## config.mk

```make
export PLATFORM = sky130hd
export DESIGN_NAME = rgb_to_hsv
export DESIGN_NICKNAME = d
export VERILOG_FILES = /design/src/rtl/rgbhsv_pkg.sv /design/src/rtl/rgb_to_hsv.sv
export SDC_FILE = /design/constraint.sdc
export NUM_CORES = 2
export LEC_CHECK = 0
export BUFFER_PORTS_ARGS = -buffer_cell sky130_fd_sc_hd__buf_2
export CAP_MARGIN = 10
export CELL_PAD_IN_SITES_DETAIL_PLACEMENT = 0
export CELL_PAD_IN_SITES_GLOBAL_PLACEMENT = 2
export CORE_MARGIN = 4
export CORE_UTILIZATION = 41
export DETAILED_ROUTE_END_ITERATION = 12
export PLACE_DENSITY_LB_ADDON = 0.1
export SYNTH_ARGS = -nofsm -noshare
export SYNTH_HDL_FRONTEND = slang
export SYNTH_SLANG_ARGS = --single-unit
```

## constraint.sdc

```tcl
create_clock -name clk -period 6.5 [get_ports clk]
set_input_delay 0.325 -clock clk [delete_from_list [all_inputs] [get_ports clk]]
set_output_delay 0.325 -clock clk [all_outputs]
set_load 0.005 [all_outputs]
```

## src/rtl/rgbhsv_pkg.sv

```systemverilog
package rgbhsv_pkg;

  // Field widths of the pixel and result streams
  localparam int CH_W  = 8;
  localparam int HUE_W = 15;
  localparam int SAT_W = 16;

  // Divisors are twice a channel value, so they fit in one more bit
  localparam int DIV_W = CH_W + 1;

  // Saturation dividend is (2*d << 16) + max
  localparam int SAT_AW = CH_W + SAT_W + 2;
  // Saturation quotient reaches 65536 for a fully saturated pixel
  localparam int SAT_QW = SAT_W + 1;

  // Hue numerator before fractional scaling: base*d + 60*(pos-neg)
  localparam int HNUM_W = 18;

  // Hue sector offsets in degrees
  localparam logic [8:0] BASE_RED      = 9'd0;
  localparam logic [8:0] BASE_RED_WRAP = 9'd360;
  localparam logic [8:0] BASE_GREEN    = 9'd120;
  localparam logic [8:0] BASE_BLUE     = 9'd240;
  localparam logic [6:0] DEG_PER_SECT  = 7'd60;

  localparam logic [SAT_W-1:0] SAT_MAX = {SAT_W{1'b1}};

endpackage

```

## src/rtl/rgb_to_hsv.sv

```systemverilog
// RGB to HSV converter. Takes one 8-bit RGB pixel per transfer and returns
// hue (degrees, HUE_FRAC_BITS fractional bits), saturation (Q0.16, 1.0 reads
// as 65535) and value (largest channel), all rounded to nearest. Gray and
// black pixels give hue 0 and saturation 0. The block accepts a pixel every
// clock unless output back-pressure holds the pipeline. The pipeline has one
// channel compare stage, one numerator setup stage, then the two restoring
// dividers of QW = max(HUE_FRAC_BITS + 9, 17) quotient bits, which retire one
// quotient bit per pipeline stage, and one output stage. Back-pressure on the
// output side stalls only stages that hold data, so bubbles are squeezed out.
module rgb_to_hsv #(
  parameter int HUE_FRAC_BITS = 6
) (
  input  logic        clk,
  input  logic        rst,
  // input pixel stream
  input  logic        s_tvalid,
  output logic        s_tready,
  input  logic [23:0] s_tdata,   // red_in[7:0], green_in[15:8], blue_in[23:16]
  // result stream
  output logic        m_tvalid,
  input  logic        m_tready,
  output logic [39:0] m_tdata    // hue_out[14:0], sat_out[30:15], val_out[38:31], 0
);
  import rgbhsv_pkg::*;

  localparam int QW  = (HUE_FRAC_BITS + 9 > SAT_QW) ? HUE_FRAC_BITS + 9 : SAT_QW;
  localparam int HAW = HUE_FRAC_BITS + 19;
  localparam int NS  = QW + 2;
  localparam logic [QW-1:0] HUE_FULL = QW'(360 << HUE_FRAC_BITS);

  // Stage control
  logic          valid [NS];
  logic          adv   [NS];
  logic          valid_c;
  logic          adv_c;

  // Divider payload, stage 0 is the setup register
  logic [DIV_W-1:0] rem_h  [QW+1];
  logic [QW-1:0]    work_h [QW+1];
  logic [DIV_W-1:0] div_h  [QW+1];
  logic [DIV_W-1:0] rem_s  [QW+1];
  logic [QW-1:0]    work_s [QW+1];
  logic [DIV_W-1:0] div_s  [QW+1];
  logic [CH_W-1:0]  val_p  [QW+1];
  logic             gray_p [QW+1];

  // Output register
  logic [HUE_W-1:0] hue_q;
  logic [SAT_W-1:0] sat_q;
  logic [CH_W-1:0]  val_q;

  // A stage may load when it is empty or its contents move on
  assign adv[NS-1] = !valid[NS-1] || m_tready;
  for (genvar i = 0; i < NS - 1; i++) begin : g_adv
    assign adv[i] = !valid[i] || adv[i+1];
  end
  assign adv_c    = !valid_c || adv[0];
  assign s_tready = adv_c;

  // Compare stage: max/min, spread and sector select
  logic [CH_W-1:0]   red, green, blue, mx, mn, dl, pos, neg;
  logic [8:0]        base;
  logic [CH_W-1:0]   mx_c, dl_c, pos_c, neg_c;
  logic [8:0]        base_c;

  always_comb begin
    red   = s_tdata[7:0];
    green = s_tdata[15:8];
    blue  = s_tdata[23:16];
    mx = red;
    if (green > mx) mx = green;
    if (blue > mx)  mx = blue;
    mn = red;
    if (green < mn) mn = green;
    if (blue < mn)  mn = blue;
    dl = mx - mn;
    // ties go to red, then green
    if (mx == red) begin
      pos  = green;
      neg  = blue;
      base = (green >= blue) ? BASE_RED : BASE_RED_WRAP;
    end else if (mx == green) begin
      pos  = blue;
      neg  = red;
      base = BASE_GREEN;
    end else begin
      pos  = red;
      neg  = green;
      base = BASE_BLUE;
    end
  end

  always_ff @(posedge clk) begin
    if (rst) begin
      valid_c <= 1'b0;
    end else if (adv_c) begin
      valid_c <= s_tvalid;
    end
  end

  always_ff @(posedge clk) begin
    if (adv_c) begin
      mx_c   <= mx;
      dl_c   <= dl;
      pos_c  <= pos;
      neg_c  <= neg;
      base_c <= base;
    end
  end

  // Setup stage: hue numerator and both rounded dividends
  logic [HNUM_W-1:0] hnum;
  logic [HAW-1:0]    ahue;
  logic [SAT_AW-1:0] asat;

  always_comb begin
    hnum = HNUM_W'(base_c) * HNUM_W'(dl_c) + HNUM_W'(DEG_PER_SECT) * HNUM_W'(pos_c)
         - HNUM_W'(DEG_PER_SECT) * HNUM_W'(neg_c);
    // rounded division: (2*N + den) / (2*den)
    ahue = (HAW'(hnum) << (HUE_FRAC_BITS + 1)) + HAW'(dl_c);
    asat = (SAT_AW'(dl_c) << (SAT_W + 1)) + SAT_AW'(mx_c);
  end

  always_ff @(posedge clk) begin
    if (rst) begin
      valid[0] <= 1'b0;
    end else if (adv[0]) begin
      valid[0] <= valid_c;
    end
  end

  // Upper dividend bits are below the divisor for every non-gray pixel
  always_ff @(posedge clk) begin
    if (adv[0]) begin
      rem_h[0]  <= DIV_W'(ahue >> QW);
      work_h[0] <= ahue[QW-1:0];
      div_h[0]  <= {dl_c, 1'b0};
      rem_s[0]  <= DIV_W'(asat >> QW);
      work_s[0] <= asat[QW-1:0];
      div_s[0]  <= {mx_c, 1'b0};
      val_p[0]  <= mx_c;
      gray_p[0] <= (dl_c == '0);
    end
  end

  // Restoring division, one quotient bit per stage for hue and saturation
  for (genvar k = 1; k <= QW; k++) begin : g_div
    logic [DIV_W:0] th, ts;
    logic           geh, ges;

    assign th  = {rem_h[k-1], work_h[k-1][QW-1]};
    assign ts  = {rem_s[k-1], work_s[k-1][QW-1]};
    assign geh = th >= {1'b0, div_h[k-1]};
    assign ges = ts >= {1'b0, div_s[k-1]};

    always_ff @(posedge clk) begin
      if (rst) begin
        valid[k] <= 1'b0;
      end else if (adv[k]) begin
        valid[k] <= valid[k-1];
      end
    end

    always_ff @(posedge clk) begin
      if (adv[k]) begin
        rem_h[k]  <= geh ? DIV_W'(th - {1'b0, div_h[k-1]}) : DIV_W'(th);
        work_h[k] <= {work_h[k-1][QW-2:0], geh};
        div_h[k]  <= div_h[k-1];
        rem_s[k]  <= ges ? DIV_W'(ts - {1'b0, div_s[k-1]}) : DIV_W'(ts);
        work_s[k] <= {work_s[k-1][QW-2:0], ges};
        div_s[k]  <= div_s[k-1];
        val_p[k]  <= val_p[k-1];
        gray_p[k] <= gray_p[k-1];
      end
    end
  end

  // Output stage: hue wrap at 360, saturation clamp, gray forced to zero
  logic [QW-1:0]    qh, qs, hue_wrap;
  logic [HUE_W-1:0] hue_next;
  logic [SAT_W-1:0] sat_next;

  always_comb begin
    qh       = work_h[QW];
    qs       = work_s[QW];
    hue_wrap = (qh >= HUE_FULL) ? qh - HUE_FULL : qh;
    hue_next = gray_p[QW] ? '0 : hue_wrap[HUE_W-1:0];
    if (gray_p[QW]) begin
      sat_next = '0;
    end else if (|qs[QW-1:SAT_W]) begin
      sat_next = SAT_MAX;
    end else begin
      sat_next = qs[SAT_W-1:0];
    end
  end

  always_ff @(posedge clk) begin
    if (rst) begin
      valid[NS-1] <= 1'b0;
    end else if (adv[NS-1]) begin
      valid[NS-1] <= valid[NS-2];
    end
  end

  always_ff @(posedge clk) begin
    if (adv[NS-1]) begin
      hue_q <= hue_next;
      sat_q <= sat_next;
      val_q <= val_p[QW];
    end
  end

  assign m_tvalid = valid[NS-1];
  assign m_tdata  = {1'b0, val_q, sat_q, hue_q};

  // Dividend setup must leave the starting remainder below the divisor
  a_rem_start: assert property (@(posedge clk) disable iff (rst)
    valid[0] && !gray_p[0] |-> (rem_h[0] < div_h[0]) && (rem_s[0] < div_s[0]))
    else $error("divider start remainder not below divisor");

  // Hue stays below a full turn when the field is wide enough to hold it
  a_hue_range: assert property (@(posedge clk) disable iff (rst)
    m_tvalid && (HUE_FRAC_BITS <= 6) |-> hue_q < HUE_W'(360 << HUE_FRAC_BITS))
    else $error("hue not wrapped below 360 degrees");

  // A lit pixel with zero saturation can only be gray, whose hue is zero
  a_gray_hue: assert property (@(posedge clk) disable iff (rst)
    m_tvalid && (val_q != '0) && (sat_q == '0) |-> hue_q == '0)
    else $error("zero saturation with nonzero hue");

endmodule
```

# --- Yosys cells after proc, flatten, opt, wreduce, memory -nomap -nowiden ---
# Memory sizes are Yosys's and may differ from the RTL's. A register that Yosys moved wholly into a read port is not among the register bits.
# Cells that the tools add are included.
totals:
  n_memories: 9
  output_inout_bits: 42
  input_bits: 28
  mem_bits_rw: 1441
  ff_bits: 73
  elab_cells: 305
memory_table:
  columns: ["name", "depth", "word_bits", "read_ports", "rd_clocked_by_memory_dff", "wr", "line_no", "rtl"]
  rows:
  - ["work_h", 18, 17, 18, 0, 18, "rgb_to_hsv.sv:39", "logic [QW-1:0] work_h [QW+1];"]
  - ["work_s", 18, 17, 18, 0, 18, "rgb_to_hsv.sv:42", "logic [QW-1:0] work_s [QW+1];"]
  - ["div_h", 18, 9, 17, 0, 18, "rgb_to_hsv.sv:40", "logic [DIV_W-1:0] div_h [QW+1];"]
  - ["div_s", 18, 9, 17, 0, 18, "rgb_to_hsv.sv:43", "logic [DIV_W-1:0] div_s [QW+1];"]
  - ["rem_h", 18, 9, 17, 0, 18, "rgb_to_hsv.sv:38", "logic [DIV_W-1:0] rem_h [QW+1];"]
  - ["rem_s", 18, 9, 17, 0, 18, "rgb_to_hsv.sv:41", "logic [DIV_W-1:0] rem_s [QW+1];"]
  - ["+3 memories", null, null, null, null, null, null, null]
op_classes:
  n_lt_le_gt_ge: 40
  reduce_logical: 41
  multipliers: 3
  eq_ne: 2
  n_mux: 143
  addsub: 40
  n_bitwise: 19
ops:
  columns: ["op", "count"]
  rows:
  - ["$ge 10x9->1", 34]
  - ["$mux 9", 36]
  - ["$sub 9x9->9", 34]
  - ["$mux 1", 96]
  - ["$mux 8", 9]
  - ["$add 25x8->26", 1]
  - ["$add 25x8->25", 1]
  - ["$mul 4x8->12 const A", 2]
  - ["$logic_not 1->1", 20]
  - ["$logic_or 1x1->1", 20]
  - ["$or 1x1->1", 19]
  - ["$add 17x14->18", 1]
  - ["$sub 18x14->18", 1]
  - ["$ge 17x15->1 const B", 1]
  - ["$mul 9x8->17", 1]
  - ["$eq 8x8->1", 2]
  - ["$gt 8x8->1", 2]
  - ["$lt 8x8->1", 2]
  - ["$mux 16", 1]
  - ["$mux 15", 1]
  - ["$sub 15x15->15 const B", 1]
  - ["$ge 8x8->1", 1]
  - ["$logic_not 8->1", 1]
  - ["$sub 8x8->8", 1]

# --- Logic depth before layout (Yosys ltp) ---
# An unclocked memory read counts as a cell.
depth:
  word_depth: 25
  depth_mapped: 29
  mapped_depth_nobuf: 29

# --- Least setup slack after synthesis ---
# Ideal clock, no wire load.
synth_timing:
  kind: "reg-to-reg"
  from: "register neg_c[0]"
  to: "memory rem_h[0][7] in the netlist's numbering, data pin"
  setup_time_ps: 260
  path_buffers: 0
  required_ps: 6240
  setup_slack_ps: -504
  path_stages_with_launch: 27
  arrival_time_ps: 6745
  period_less_slack_ps: 7004
  cell_sequence: "edfxtp_1 -> fa_1 -> fa_1 -> ha_1 -> a21o_1 -> a21oi_1 -> o21ai_0 -> a21oi_1 -> o21bai_1 -> a21oi_1 -> xnor2_1 -> fa_1 -> inv_1 -> fa_1 -> inv_1 -> fa_1 -> inv_1 -> fa_1 -> fa_1 -> inv_1 -> ha_1 -> and3_1 -> o311a_1 -> nor3_1 -> o41ai_1 -> a21oi_1 -> xnor2_1"
synth_rtl:
  columns: ["item", "line_no", "rtl"]
  rows:
  - ["start: declaration", "rgb_to_hsv.sv:63", "logic [CH_W-1:0] mx_c, dl_c, pos_c, neg_c;"]
  - ["start signal: assignment", "rgb_to_hsv.sv:106", "neg_c <= neg;"]
  - ["end: declaration", "rgb_to_hsv.sv:38", null]

==> qor.yml <==
routed-via-count: 27400
wirelength_mm: 94.4
rsz0062_at_grt: "true"
startpoint_type: "flip-flop"
yosysUniqueCellTypes: 79
die_area_um2: 129000
drt-initial-drc-count: 1358
worst_ep_required_time_ns: 6.96
wire_per_inst_um: 16.6
ys_seq_area_share_pct: 60.0
core_area_um2: 122000
ys_ff_latch: 1008
avgSynthCellArea_um2: 13.3
core.rowCount: 128
crit_type: "flip-flop to flip-flop"
num-fill-cells: 10900
drc_errors: 0
synth-edff-count: 1007
fin_skew_ns: 0.0569
routed_via_density: 4.82
netlist_instances: 3788
grt.total_usage_pct: 14.9
period_minus_slack_ns: 6.82
cp-end-kind: "flip-flop"
clock-root-buffer: "clkbuf_16"
synth.net_count: 4303
drtAntennaViolNets: 0
cts_tree: "yes"
nNetsFinal: 4491
clock.fmax_mhz: 147
portBuffers: 68
grt_start_max_net_pins: 64
dp_hpwl_mm: 69.6
drive_gt1_share_pct: 11.6
wl_met2_mm: 46.6
violations: "negative setup slack"
synth.largest_area_cell: "edfxtp_1"
finalSetupViolations: 6
start_util_pct: 41.3
grt_overflow: 0
setup_slack_ns: -0.317
top_layer_used: "met4"
critPathArrivalTime_ns: 7.28
grt_pass1_vias: 28200
drv_cap: 0
htree_levels: 3
wl_met1_mm: 43.0
cts.clk_slew.worst_paths_ns: 0.07
dieHeight_um: 359
syn_area_um2: 50400
io-pin-count: 70
cts.path.max_buffers: 3
yosys_warnings: 0
synth_area_leaders: "edfxtp_1, ha_1, fa_1, inv_1, xnor2_1"
hp-class: "primary input to flip-flop"
finalMaxSlewViolations: 0
die_w_um: 359
grt_pass1_wl_mm: 153
post-route-period-util_pct: 105
synthFlopType: "edfxtp_1"
cp_max_fo: 3
synth_top_cell_area_share_pct: 59.9
slew_headroom_pct: 22.8
first_pass_iters: 5
place_worst_setup_slack_ns: -0.527
syn2layout_area_growth_pct: 13.5
antenna_cells: 0
tightest_slew_ns: 1.16
cts.sinks: 1008
status: "finished with violations"
place_congestion: 0.761
synthArstFlopShare_pct: 0
antenna_found_initial: 0
insertion_delay_ns: 0.71
numCtsBuffers: 111
hold_violations: 0
dr_wl_met3_mm: 2.84
==> critical path, cell delays in order, from the launching register on <==
cell      delay [ns]
edfxtp_1        0.45
fa_1            0.53
fa_1            0.52
ha_1            0.30
a21o_1          0.17
a21oi_2         0.16
o21ai_2         0.09
a21oi_2         0.14
o21bai_1        0.11
a21oi_2         0.19
xnor2_1         0.11
fa_1            0.48
inv_1           0.05
fa_1            0.49
inv_2           0.04
fa_1            0.49
inv_1           0.05
fa_2            0.42
fa_1            0.52
inv_2           0.04
ha_4            0.26
and3_4          0.16
o311a_4         0.20
nor3_4          0.05
o41ai_2         0.29
a21oi_1         0.12
xnor2_1         0.13
==> repair_timing <==
action                                  4_1_cts  5_1_grt
resized for setup                            29        7
endpoints found under the setup margin        6        6
cloned                                        0        0
hold buffers                                  1        0
setup buffers                                 5        2
pin swaps                                     5       16
endpoints found under the hold margin         1        0
==> final timing paths <==
| path | start | to | slack [ns] | cells after the start |
|---|---|---|---|---|
| max | neg_c[2] | rem_h[0][7] | -0.32 | 26 |
| min | s_tdata[5] | neg_c[5] | 0.13 | 3 |
| max reg2reg | neg_c[2] | rem_h[0][7] | -0.32 | 26 |
| min reg2reg | work_h[2][13] | work_h[3][14] | 0.38 | 0 |
==> placed cells by master, fill, tap and decap left out, drive strengths merged, types with 52 or more instances in the layout <==
master	n
mux2	97
nor2b	116
nand4	56
ha	385
nand2b	91
xnor2	143
nand2	82
buf	127
nor2	286
fa	102
mux2i	58
a21o	112
inv	510
xor2	52
edfxtp	1007
o21ai	120
a21oi	220
clkbuf	126
==> layout make-up <==
type / instances / area [um^2] / share of cell area, %
clock inverter: 82 / 1110 / 1.93
timing repair buffer: 128 / 812 / 1.42
inverter: 504 / 1890 / 3.31
sequential: 1008 / 30300 / 52.9
clock buffer: 126 / 2830 / 4.95
tap: 1625 / 2030 / 3.55
multi-input combinational: 2223 / 18300 / 32.0
==> sequential cells by signal (all words and copies together), names as in the netlist, 15 cells and up <==
signal,cells
div_h,28
div_s,24
gray_p,18
hue_q,15
rem_h,151
rem_s,134
sat_q,16
val_p,83
valid,19
work_h,290
work_s,184
==> routing by layer <==
| layer | track usage [%] | up-vias |
|---|---|---|
| met5 | 0 | - |
| met4 | 3.60 | 0 |
| met3 | 2.42 | 131 |
| met2 | 25.8 | 293 |
| met1 | 19.7 | 13100 |
| li1 | - | 13900 |
==> Yosys cell counts (14+ instances only) <==
| master | count |
|---|---|
| mux2i_1 | 58 |
| inv_1 | 504 |
| xor2_1 | 52 |
| mux2_2 | 95 |
| clkbuf_1 | 42 |
| a21o_1 | 112 |
| nor2b_1 | 116 |
| edfxtp_1 | 1007 |
| nand2_1 | 81 |
| ha_1 | 385 |
| nor2_1 | 286 |
| o21ai_0 | 119 |
| a21oi_1 | 220 |
| fa_1 | 102 |
| and2_1 | 29 |
| or2_2 | 14 |
| nand2b_1 | 91 |
| a21boi_0 | 28 |
| o31ai_1 | 23 |
| nand3_1 | 29 |
| xnor2_1 | 143 |
| nand4_1 | 56 |
| a211oi_1 | 16 |
==> metrics by stage <==
| stage | instances | hold slack [ns] | utilization, % | setup TNS [ns] | cell area, um^2 |
|---|---|---|---|---|---|
| finish | 5696 | 0.127 | 46.9 | -1.24 | 57200 |
| global route | 5696 | 0.0919 | 46.9 | -2.98 | 57200 |
| CTS | 5695 | 0.0593 | 46.9 | -1.07 | 57200 |
| detailed placement | 5481 | 0.405 | 43.5 | -1.73 | 53100 |
| global placement | 5481 | 0.400 | 43.5 | -1.62 | 53100 |
| floorplan | 3788 | 0.400 | - | -0.284 | 50500 |
==> cell families after synthesis <==
kind of cell	count (synthesis)	synth area share [%]
compound gates	614	7.68
xor+xnor	195	3.39
fa+ha+maj	487	13.6
buf+inv	557	4.24
flops	1008	60.0
mux	155	3.32
other cells	1	0.00743
simple gates	771	7.78
Power is left out: the tool's default activity adds up to more than one toggle a clock period on the data nets, which glitch-free logic cannot reach.
